[src/hw/rtl/bgc_pkg.sv]
// Shared types, codes and reset constants for the button gesture classifier.
// No dependencies; every other file but bgc_if imports this package.
`default_nettype none

package bgc_pkg;

	localparam int TIME_BITS_DEF = 32;
	localparam int THR_BITS      = 16;
	localparam int IDX_BITS      = 3;

	// Configuration register indexes
	typedef enum logic [IDX_BITS-1:0] {
		CFG_POLARITY    = 3'd0,
		CFG_DEBOUNCE    = 3'd1,
		CFG_WINDOW      = 3'd2,
		CFG_LONG_ONE    = 3'd3,
		CFG_LONG_TWO    = 3'd4,
		CFG_LONG_THREE  = 3'd5,
		CFG_LONG_FOUR   = 3'd6
	} cfg_idx_t;

	localparam logic [THR_BITS-1:0] RST_DEBOUNCE   = 16'd50;
	localparam logic [THR_BITS-1:0] RST_WINDOW     = 16'd300;
	localparam logic [THR_BITS-1:0] RST_LONG_ONE   = 16'd2000;
	localparam logic [THR_BITS-1:0] RST_LONG_TWO   = 16'd4000;
	localparam logic [THR_BITS-1:0] RST_LONG_THREE = 16'd6000;
	localparam logic [THR_BITS-1:0] RST_LONG_FOUR  = 16'd10000;

	// Gesture action codes
	localparam logic [3:0] ACT_IDLE   = 4'd0;
	localparam logic [3:0] ACT_SINGLE = 4'd1;
	localparam logic [3:0] ACT_TRIPLE = 4'd3;
	localparam logic [3:0] ACT_QUAD   = 4'd4;
	localparam logic [3:0] ACT_LONG1  = 4'd5;
	localparam logic [3:0] ACT_LONG2  = 4'd6;
	localparam logic [3:0] ACT_LONG3  = 4'd7;
	localparam logic [3:0] ACT_LONG4  = 4'd8;

	typedef enum logic [3:0] {
		ST_IDLE        = 4'd0,
		ST_PRESS_DB    = 4'd1,
		ST_HELD        = 4'd2,
		ST_REL_DB      = 4'd3,
		ST_WAIT        = 4'd4,
		ST_NEXT_DB     = 4'd5,
		ST_NEXT_HELD   = 4'd6,
		ST_NEXT_REL_DB = 4'd7,
		ST_DONE_DB     = 4'd8
	} step_t;

	typedef struct packed {
		logic                pressed_high;
		logic [THR_BITS-1:0] debounce;
		logic [THR_BITS-1:0] window;
		logic [THR_BITS-1:0] long_one;
		logic [THR_BITS-1:0] long_two;
		logic [THR_BITS-1:0] long_three;
		logic [THR_BITS-1:0] long_four;
	} cfg_t;

	typedef struct packed {
		logic pin_level;
		logic clear_request;
		logic wake_press;
	} sample_t;

	typedef struct packed {
		logic       gesture_done;
		logic [3:0] gesture_code;
		logic [2:0] click_count;
		logic [3:0] machine_state;
	} result_t;

	typedef struct packed {
		logic  finished;
		step_t step;
	} core_status_t;

endpackage

`default_nettype wire

[src/hw/rtl/bgc_if.sv]
// Valid/ready channel interfaces: sample input, result output, register writes.
// Widths are written out here and match those in bgc_pkg.
`default_nettype none

interface bgc_sample_if;
	logic valid;
	logic ready;
	logic pin_level;
	logic clear_request;
	logic wake_press;

	modport source (output valid, output pin_level, output clear_request,
		output wake_press, input ready);
	modport sink (input valid, input pin_level, input clear_request,
		input wake_press, output ready);
endinterface

interface bgc_result_if;
	logic       valid;
	logic       ready;
	logic       gesture_done;
	logic [3:0] gesture_code;
	logic [2:0] click_count;
	logic [3:0] machine_state;

	modport source (output valid, output gesture_done, output gesture_code,
		output click_count, output machine_state, input ready);
	modport sink (input valid, input gesture_done, input gesture_code,
		input click_count, input machine_state, output ready);
endinterface

interface bgc_cfg_if;
	logic        valid;
	logic        ready;
	logic [2:0]  index;
	logic [15:0] data;

	modport source (output valid, output index, output data, input ready);
	modport sink (input valid, input index, input data, output ready);
endinterface

`default_nettype wire

[src/hw/rtl/bgc_cfg_regs.sv]
// Configuration register file for the gesture classifier.
// Depends on bgc_pkg; writes to unknown indexes are dropped.
`default_nettype none

module bgc_cfg_regs
	import bgc_pkg::*;
(
	input  logic                clk,
	input  logic                arst_n,
	input  logic                we,
	input  logic [IDX_BITS-1:0] index,
	input  logic [THR_BITS-1:0] data,
	output cfg_t                cfg
);

	cfg_t cfg_q;

	always_ff @(posedge clk or negedge arst_n) begin
		if (!arst_n) begin
			cfg_q.pressed_high <= 1'b1;
			cfg_q.debounce     <= RST_DEBOUNCE;
			cfg_q.window       <= RST_WINDOW;
			cfg_q.long_one     <= RST_LONG_ONE;
			cfg_q.long_two     <= RST_LONG_TWO;
			cfg_q.long_three   <= RST_LONG_THREE;
			cfg_q.long_four    <= RST_LONG_FOUR;
		end else if (we) begin
			case (cfg_idx_t'(index))
				CFG_POLARITY:    cfg_q.pressed_high <= data[0];
				CFG_DEBOUNCE:    cfg_q.debounce     <= data;
				CFG_WINDOW:      cfg_q.window       <= data;
				CFG_LONG_ONE:    cfg_q.long_one     <= data;
				CFG_LONG_TWO:    cfg_q.long_two     <= data;
				CFG_LONG_THREE:  cfg_q.long_three   <= data;
				CFG_LONG_FOUR:   cfg_q.long_four    <= data;
				default: ;
			endcase
		end
	end

	assign cfg = cfg_q;

endmodule

`default_nettype wire

[src/hw/rtl/bgc_core.sv]
// Classifier state and per-sample update: tick clock, edge flags, press and
// release times, step machine, action and finished flag. Depends on bgc_pkg.
`default_nettype none

module bgc_core
	import bgc_pkg::*;
#(
	parameter int TIME_BITS = TIME_BITS_DEF
) (
	input  logic         clk,
	input  logic         arst_n,
	input  logic         accept,
	input  sample_t      smp,
	input  cfg_t         cfg,
	output result_t      res,
	output core_status_t st
);

	typedef logic [TIME_BITS-1:0] tick_t;

	tick_t      tick_q, pstart_q, rstart_q;
	logic       prev_q, rise_q, fall_q, fin_q;
	step_t      step_q;
	logic [3:0] act_q;

	// values after clear, wake and edge detection
	logic       lvl;
	logic       rise_w, fall_w, fin_w;
	step_t      step_w;
	logic [3:0] act_w;
	tick_t      pstart_w;
	tick_t      since_press, since_rel;
	logic       db_press, db_rel, win_over, rel_cond, is_long;
	logic       g1, g2, g3, g4;

	// next values
	step_t      step_n;
	logic [3:0] act_n;
	logic       rise_n, fall_n, fin_n;
	tick_t      pstart_n, rstart_n;

	always_comb begin
		lvl      = smp.pin_level ^ ~cfg.pressed_high;
		rise_w   = smp.clear_request ? 1'b0 : rise_q;
		fall_w   = smp.clear_request ? 1'b0 : fall_q;
		fin_w    = smp.clear_request ? 1'b0 : fin_q;
		step_w   = smp.clear_request ? ST_IDLE : step_q;
		act_w    = smp.clear_request ? ACT_IDLE : act_q;
		pstart_w = pstart_q;
		if (smp.wake_press) begin
			act_w    = ACT_SINGLE;
			step_w   = ST_HELD;
			pstart_w = tick_q;
		end
		if (lvl != prev_q) begin
			if (lvl) begin
				rise_w = 1'b1;
			end else begin
				fall_w = 1'b1;
			end
		end
		since_press = tick_q - pstart_w;
		since_rel   = tick_q - rstart_q;
		db_press    = since_press >= tick_t'(cfg.debounce);
		db_rel      = since_rel >= tick_t'(cfg.debounce);
		win_over    = since_press >= tick_t'(cfg.window);
		rel_cond    = fall_w || !lvl;
		is_long     = act_w inside {[ACT_LONG1:ACT_LONG4]};
		g1 = since_press >= tick_t'(cfg.long_one);
		g2 = since_press >= tick_t'(cfg.long_two);
		g3 = since_press >= tick_t'(cfg.long_three);
		g4 = since_press >= tick_t'(cfg.long_four);
	end

	// next step
	always_comb begin
		step_n = step_w;
		if (!fin_w) begin
			case (step_w)
				ST_IDLE: begin
					if (rise_w) step_n = ST_PRESS_DB;
				end
				ST_PRESS_DB: begin
					if (db_press) step_n = lvl ? ST_HELD : ST_IDLE;
				end
				ST_HELD: begin
					if (rel_cond) begin
						if (act_w == ACT_SINGLE) step_n = ST_REL_DB;
						else if (is_long) step_n = ST_DONE_DB;
					end
				end
				ST_REL_DB, ST_NEXT_REL_DB: begin
					if (db_rel) step_n = ST_WAIT;
				end
				ST_WAIT: begin
					if (rise_w) step_n = ST_NEXT_DB;
					else if (win_over) step_n = ST_IDLE;
				end
				ST_NEXT_DB: begin
					if (db_press) step_n = lvl ? ST_NEXT_HELD : ST_DONE_DB;
				end
				ST_NEXT_HELD: begin
					if (!lvl) step_n = ST_NEXT_REL_DB;
				end
				ST_DONE_DB: begin
					if (db_rel) step_n = ST_IDLE;
				end
				default: ;
			endcase
		end
	end

	// action, flags and time stamps
	always_comb begin
		act_n    = act_w;
		rise_n   = rise_w;
		fall_n   = fall_w;
		fin_n    = fin_w;
		pstart_n = pstart_w;
		rstart_n = rstart_q;
		if (!fin_w) begin
			case (step_w)
				ST_IDLE: begin
					if (rise_w) begin
						rise_n   = 1'b0;
						pstart_n = tick_q;
					end
				end
				ST_PRESS_DB: begin
					if (db_press && lvl) act_n = ACT_SINGLE;
				end
				ST_HELD: begin
					if (rel_cond) begin
						fall_n = 1'b0;
						if (act_w == ACT_SINGLE) begin
							rstart_n = tick_q;
						end else if (is_long) begin
							fin_n    = 1'b1;
							rstart_n = tick_q;
						end
					end
					// hold grading, tested in this order
					if (g1 && !g2) act_n = ACT_LONG1;
					else if (g2 && !g3) act_n = ACT_LONG2;
					else if (g3 && !g4) act_n = ACT_LONG3;
					else if (g4) act_n = ACT_LONG4;
				end
				ST_WAIT: begin
					if (rise_w) begin
						rise_n   = 1'b0;
						pstart_n = tick_q;
					end else if (win_over) begin
						fin_n = 1'b1;
					end
				end
				ST_NEXT_DB: begin
					if (db_press) begin
						if (lvl) begin
							if (act_w inside {[ACT_SINGLE:ACT_TRIPLE]}) act_n = act_w + 4'd1;
						end else begin
							fin_n    = 1'b1;
							rstart_n = tick_q;
						end
					end
				end
				ST_NEXT_HELD: begin
					if (!lvl) rstart_n = tick_q;
				end
				default: ;
			endcase
		end
	end

	always_ff @(posedge clk or negedge arst_n) begin
		if (!arst_n) begin
			tick_q   <= '0;
			pstart_q <= '0;
			rstart_q <= '0;
			prev_q   <= 1'b0;
			rise_q   <= 1'b0;
			fall_q   <= 1'b0;
			fin_q    <= 1'b0;
			step_q   <= ST_IDLE;
			act_q    <= ACT_IDLE;
		end else if (accept) begin
			tick_q   <= tick_q + tick_t'(1);
			pstart_q <= pstart_n;
			rstart_q <= rstart_n;
			prev_q   <= lvl;
			rise_q   <= rise_n;
			fall_q   <= fall_n;
			fin_q    <= fin_n;
			step_q   <= step_n;
			act_q    <= act_n;
		end
	end

	always_comb begin
		res.gesture_done  = fin_n;
		res.gesture_code  = act_n;
		res.click_count   = (act_n inside {[ACT_SINGLE:ACT_QUAD]}) ? act_n[2:0] : 3'd0;
		res.machine_state = step_n;
	end

	assign st.finished = fin_q;
	assign st.step     = step_q;

endmodule

`default_nettype wire

[src/hw/rtl/button_gesture_classifier.sv]
// Top level of the button gesture classifier: config registers, classifier
// core and result register. Depends on bgc_pkg, bgc_if, bgc_cfg_regs, bgc_core.
`default_nettype none

// One pin sample per clock; each sample gives exactly one result, in the cycle
// after its transaction, from a result register. The whole state update
// (clear, wake, edge flags, step machine, time compares) is combinational,
// so samples are taken back to back as long as the result side keeps up;
// sample.ready drops only while the result register holds an untaken result
// and result.ready is low. Register writes are always ready and take effect
// on the next sample.
module button_gesture_classifier
	import bgc_pkg::*;
#(
	parameter int TIME_BITS = TIME_BITS_DEF
) (
	input  logic          clk,
	input  logic          arst_n,
	bgc_sample_if.sink    sample,
	bgc_result_if.source  result,
	bgc_cfg_if.sink       cfg
);

	cfg_t         cfg_val;
	sample_t      smp;
	result_t      res_next, res_q;
	core_status_t core_st;
	logic         accept;
	logic         valid_q;

	assign cfg.ready = 1'b1;

	bgc_cfg_regs u_cfg (
		.clk    (clk),
		.arst_n (arst_n),
		.we     (cfg.valid),
		.index  (cfg.index),
		.data   (cfg.data),
		.cfg    (cfg_val)
	);

	assign smp.pin_level     = sample.pin_level;
	assign smp.clear_request = sample.clear_request;
	assign smp.wake_press    = sample.wake_press;

	assign sample.ready = !valid_q || result.ready;
	assign accept       = sample.valid && sample.ready;

	bgc_core #(
		.TIME_BITS (TIME_BITS)
	) u_core (
		.clk    (clk),
		.arst_n (arst_n),
		.accept (accept),
		.smp    (smp),
		.cfg    (cfg_val),
		.res    (res_next),
		.st     (core_st)
	);

	always_ff @(posedge clk or negedge arst_n) begin
		if (!arst_n) begin
			valid_q <= 1'b0;
		end else if (accept) begin
			valid_q <= 1'b1;
		end else if (result.ready) begin
			valid_q <= 1'b0;
		end
	end

	always_ff @(posedge clk) begin
		if (accept) res_q <= res_next;
	end

	assign result.valid         = valid_q;
	assign result.gesture_done  = res_q.gesture_done;
	assign result.gesture_code  = res_q.gesture_code;
	assign result.click_count   = res_q.click_count;
	assign result.machine_state = res_q.machine_state;

	// every accepted sample lands in the result register
	a_result_loaded: assert property (@(posedge clk) disable iff (!arst_n)
		accept |=> result.valid && result.machine_state == $past(res_next.machine_state))
		else $error("result register not loaded on sample transaction");

	// click count only accompanies click codes
	a_click_code: assert property (@(posedge clk) disable iff (!arst_n)
		result.valid && result.click_count != 3'd0 |->
			result.gesture_code == {1'b0, result.click_count})
		else $error("click count disagrees with gesture code");

	// frozen machine: without clear or wake the step holds while finished
	a_frozen: assert property (@(posedge clk) disable iff (!arst_n)
		accept && core_st.finished && !sample.clear_request && !sample.wake_press
			|=> core_st.step == $past(core_st.step) && core_st.finished)
		else $error("step moved while gesture finished");

	// a gesture finishes only from the held, window or second-press steps
	a_finish_src: assert property (@(posedge clk) disable iff (!arst_n)
		$rose(core_st.finished) |->
			$past(core_st.step) == ST_HELD || $past(core_st.step) == ST_WAIT ||
			$past(core_st.step) == ST_NEXT_DB || $past(core_st.finished))
		else $error("finished flag set from unexpected step");

endmodule

`default_nettype wire

[src/flat_wrapper.sv]
// flat-port wrapper written by rule: the top's interface ports become plain ports
module button_gesture_classifier_flat import bgc_pkg::*;
#(
	parameter int TIME_BITS = TIME_BITS_DEF
)
  (clk, arst_n, sample_valid, sample_pin_level, sample_clear_request, sample_wake_press, sample_ready, result_valid, result_gesture_done, result_gesture_code, result_click_count, result_machine_state, result_ready, cfg_valid, cfg_index, cfg_data, cfg_ready);
  bgc_sample_if sample_i ();
  bgc_result_if result_i ();
  bgc_cfg_if cfg_i ();
  input  logic clk;
  input  logic arst_n;
  input wire logic [$bits(sample_i.valid)-1:0] sample_valid;
  input wire logic [$bits(sample_i.pin_level)-1:0] sample_pin_level;
  input wire logic [$bits(sample_i.clear_request)-1:0] sample_clear_request;
  input wire logic [$bits(sample_i.wake_press)-1:0] sample_wake_press;
  output wire logic [$bits(sample_i.ready)-1:0] sample_ready;
  output wire logic [$bits(result_i.valid)-1:0] result_valid;
  output wire logic [$bits(result_i.gesture_done)-1:0] result_gesture_done;
  output wire logic [$bits(result_i.gesture_code)-1:0] result_gesture_code;
  output wire logic [$bits(result_i.click_count)-1:0] result_click_count;
  output wire logic [$bits(result_i.machine_state)-1:0] result_machine_state;
  input wire logic [$bits(result_i.ready)-1:0] result_ready;
  input wire logic [$bits(cfg_i.valid)-1:0] cfg_valid;
  input wire logic [$bits(cfg_i.index)-1:0] cfg_index;
  input wire logic [$bits(cfg_i.data)-1:0] cfg_data;
  output wire logic [$bits(cfg_i.ready)-1:0] cfg_ready;
  assign sample_i.valid = sample_valid;
  assign sample_i.pin_level = sample_pin_level;
  assign sample_i.clear_request = sample_clear_request;
  assign sample_i.wake_press = sample_wake_press;
  assign sample_ready = sample_i.ready;
  assign result_valid = result_i.valid;
  assign result_gesture_done = result_i.gesture_done;
  assign result_gesture_code = result_i.gesture_code;
  assign result_click_count = result_i.click_count;
  assign result_machine_state = result_i.machine_state;
  assign result_i.ready = result_ready;
  assign cfg_i.valid = cfg_valid;
  assign cfg_i.index = cfg_index;
  assign cfg_i.data = cfg_data;
  assign cfg_ready = cfg_i.ready;
  button_gesture_classifier #(.TIME_BITS(TIME_BITS)) u_core (.clk(clk), .arst_n(arst_n), .sample(sample_i), .result(result_i), .cfg(cfg_i));
endmodule
[config.mk]
export PLATFORM = sky130hd
export DESIGN_NAME = button_gesture_classifier_flat
export DESIGN_NICKNAME = d
export VERILOG_FILES = /design/src/hw/rtl/bgc_pkg.sv /design/src/hw/rtl/bgc_if.sv /design/src/hw/rtl/bgc_cfg_regs.sv /design/src/hw/rtl/bgc_core.sv /design/src/hw/rtl/button_gesture_classifier.sv /design/src/flat_wrapper.sv
export SDC_FILE = /design/constraint.sdc
export NUM_CORES = 1
export LEC_CHECK = 0
export BUFFER_PORTS_ARGS = -buffer_cell sky130_fd_sc_hd__clkbuf_2
export CORE_MARGIN = 2
export CORE_UTILIZATION = 50
export CTS_BUF_LIST = sky130_fd_sc_hd__clkbuf_4 sky130_fd_sc_hd__clkbuf_8 sky130_fd_sc_hd__clkbuf_16
export CTS_CLUSTER_DIAMETER = 60
export DETAILED_ROUTE_END_ITERATION = 7
export PLACE_DENSITY = 0.8
export SYNTH_ARGS = -nofsm -noshare
export SYNTH_HDL_FRONTEND = slang
export SYNTH_HIERARCHICAL = 1
export SYNTH_SLANG_ARGS = --single-unit
[constraint.sdc]
create_clock -name clk -period 5.06 [get_ports clk]
set_clock_uncertainty 0.2 [all_clocks]
set_input_delay 1.012 -clock clk [delete_from_list [all_inputs] [get_ports clk]]
set_output_delay 1.012 -clock clk [all_outputs]
set_load 0.02 [all_outputs]
==> results.ini <==
[route]
via_count=14000
initialDrtViolationCount=1112
drt-total-wl_um=46200
via_per_inst=6.02
wire_per_inst_um=19.8
drc=0
ant_nets=0
dr.pass1.iters=7

[placed_design]
gp_congestion=0.914
dp_cells=2255
detailed_place_hpwl_um=32200
io_buffers=40

[power_and_ir_drop]
power_frac_clock_pct=13.2
switching_share_pct=43.9
intPower_uw=8640
ir_worst_vdd_v=0.000489
power.density_nw_per_um2=772
seqPwrFrac_pct=14.7
finalPower_uw=15400
p_sw_uw=6770
power.leakage_uw=0.00993
power_frac_comb_pct=72.1

[global_route]
grt_pass1_vias=14000
grt.total_usage_pct=25.8
grt_overflow=0
grt_pass1_wl_um=70600
antenna_found_initial=0
grt_max_degree=123

[timing]
rsz0062_at_grt=yes
slew_headroom_pct=19.5
worst_slew_pin_slew_ns=1.21
hold_viol_final=0
finalSetupViolCount=10
whs_ns=0.303
fin_ws_ns=-0.105
min_period_ns=5.16
min_period_over_period_pct=102
fmax_ghz=0.194
drv_slew=0

[worst_setup_path]
crit_family=compound AO/OA/AOI/OAI gates
cp_slowest_cell=ha_1
endpoint_kind=flip-flop
crit_cells=24
path_buf_inv=6
crit_end=u_core/result.click_count[0]
worstPathRequired_ns=5.18
cp_max_fo=5
reg2reg_depth=22
r2r_setup_slack_ns=-0.07
timing.rr.start=u_core/u_core/tick_q[0]
cp_slowest_stage_delay_ns=0.43
start_kind=input pin
critPathArrivalTime_ns=5.29
worstPathCellList=buf_12 -> buf_12 -> buf_6 -> mux2i_1 -> ha_1 -> buf_4 -> o21a_1 -> nor2_1 -> xnor2_1 -> buf_4 -> ha_1 -> o21a_1 -> o21ai_0 -> o21bai_1 -> a41oi_1 -> buf_4 -> o21a_2 -> nor2_2 -> nand2_1 -> nand3_2 -> a21o_1 -> a21o_1 -> and2_4 -> and3_1
r2r_end=u_core/result.machine_state[0]
crit_top_cell=buf_4
path_class=input pin to flip-flop
cp-startpoint=sample_wake_press

[clock_tree]
cts_buffers=28
htree_levels=1
clk_latency_ns=0.57
path_clk_slew_ns=0.06
clock-sinks=218
clk_path_buf_depth=3
cts_tree=done
clock-root-buffer=clkbuf_16

[run]
cap_viol_max_count=0

[run_status]
violations=setup timing
status=finished with violations

[cells_and_area]
drive_above_1_share_pct=32.6
fin_nets=2114
syn_to_final_growth_pct=24.5
final_common_cell=buf_4
mostFrequentLayoutCells=buf_4 (232), dfrtp_1 (174), ha_1 (171), inv_1 (147), nand2_1 (123)
final_cells=2329
n_antenna_cell=0

[floorplanning]
die_h_um=183
initial_core_util_pct=50.8
dieArea_um2=33500
ios=42
core-area_um2=31600
placementRows=65
die_width_um=183

[logic_synthesis]
avgSynthCellArea_um2=9.74
syn_nets=1856
yosys_warnings=6
netlist_area_um2=16000
syn_inst=1647

[hold_path]
hp-class=flip-flop to flip-flop

==> routing by layer <==
metal	share of wire, %	GRT usage [%]	vias to the layer above
li1	-	-	6448
met5	0	0	-
met4	3.4	8.96	0
met1	42	33.2	6932
met2	49	44.7	492
met3	5.6	3.46	139
==> state kept, by name (all words and copies together) (netlist names) <==
signal / cells
u_core/result.gesture_code: 4
u_core/u_core/pstart_q: 32
u_core/u_cfg/cfg: 97
u_core/result.click_count: 3
u_core/result.valid: 1
u_core/result.machine_state: 4
u_core/result.gesture_done: 1
u_core/u_core/fall_q: 1
u_core/u_core/prev_q: 1
u_core/u_core/rise_q: 1
u_core/u_core/rstart_q: 32
u_core/u_core/step_q: 4
u_core/u_core/act_q: 4
u_core/u_core/tick_q: 32
u_core/u_core/fin_q: 1
==> cell type report <==
class / instances / area [um2]
Clock buffer: 40 / 828
Multi-Input combinational cell: 1219 / 10200
Sequential cell: 218 / 5560
Clock inverter: 12 / 140
Inverter: 151 / 567
Tap cell: 402 / 503
Timing Repair Buffer: 287 / 2190
Fill cell: 2327 / 11600
==> how the worst min path moves through the flow <==
stage	from	end	slack [ns]	cells after the start
after CTS	u_core/u_core/pstart_q[2]	u_core/u_core/pstart_q[2]	0.31	1
after detailed placement	u_core/u_cfg/cfg[92]	u_core/u_cfg/cfg[92]	0.29	1
final	u_core/u_core/pstart_q[17]	u_core/u_core/pstart_q[17]	0.30	1
after global routing	u_core/u_cfg/cfg[83]	u_core/u_cfg/cfg[83]	0.32	1
after global placement	u_core/u_core/rstart_q[0]	u_core/u_core/rstart_q[0]	0.27	1
after floorplan	u_core/u_core/rstart_q[0]	u_core/u_core/rstart_q[0]	0.26	1
==> worst reg2reg max path, stage by stage (launching register included) <==
cell       delay (ns)
dfrtp_1          0.40
inv_2            0.08
ha_4             0.13
inv_2            0.04
fa_2             0.36
a21o_1           0.18
a21oi_2          0.19
o211ai_1         0.19
a21boi_1         0.24
o21ai_2          0.09
xor2_1           0.16
ha_1             0.30
a21o_1           0.20
a2111oi_2        0.30
buf_4            0.17
o221ai_2         0.08
or4_4            0.43
nor4_2           0.18
and4b_1          0.22
nand4b_1         0.19
or2_1            0.30
a31o_2           0.25
nand2_1          0.06
==> metrics by stage <==
| stage | util (%) | setup TNS (ns) | instance area [um2] | worst slack [ns] |
|---|---|---|---|---|
| 3_5_place_dp | 58.0 | -29.23 | 18300 | -0.704 |
| 6_report | 63.3 | -0.560 | 20000 | -0.105 |
| 2_1_floorplan | - | -0.793 | 16200 | -0.123 |
| 5_1_grt | 63.3 | -6.19 | 20000 | -0.317 |
| 4_1_cts | 61.6 | -0.0477 | 19500 | -0.0477 |
| 3_3_place_gp | 58.0 | -23.20 | 18300 | -0.538 |
==> what timing repair did <==
| item | in CTS | in global routing |
|---|---|---|
| endpoints found under the hold margin | 0 | 0 |
| pin swaps | 26 | 54 |
| setup buffers | 8 | 15 |
| hold buffers | 0 | 0 |
| endpoints found under the setup margin | 43 | 52 |
| gates cloned | 0 | 1 |
| gates resized for setup | 28 | 80 |
==> power groups by stage <==
| stage | clock, uW | sequential [uW] | combinational (uW) |
|---|---|---|---|
| global route | 2140 | 2300 | 11900 |
| floorplan | 0 | 2250 | 5690 |
| global placement | 0 | 2260 | 8900 |
| finish | 2030 | 2270 | 11100 |
| CTS | 2050 | 2250 | 9880 |
| detailed placement | 0 | 2270 | 9410 |
No activity file was read; power rests on OpenSTA's default activity.
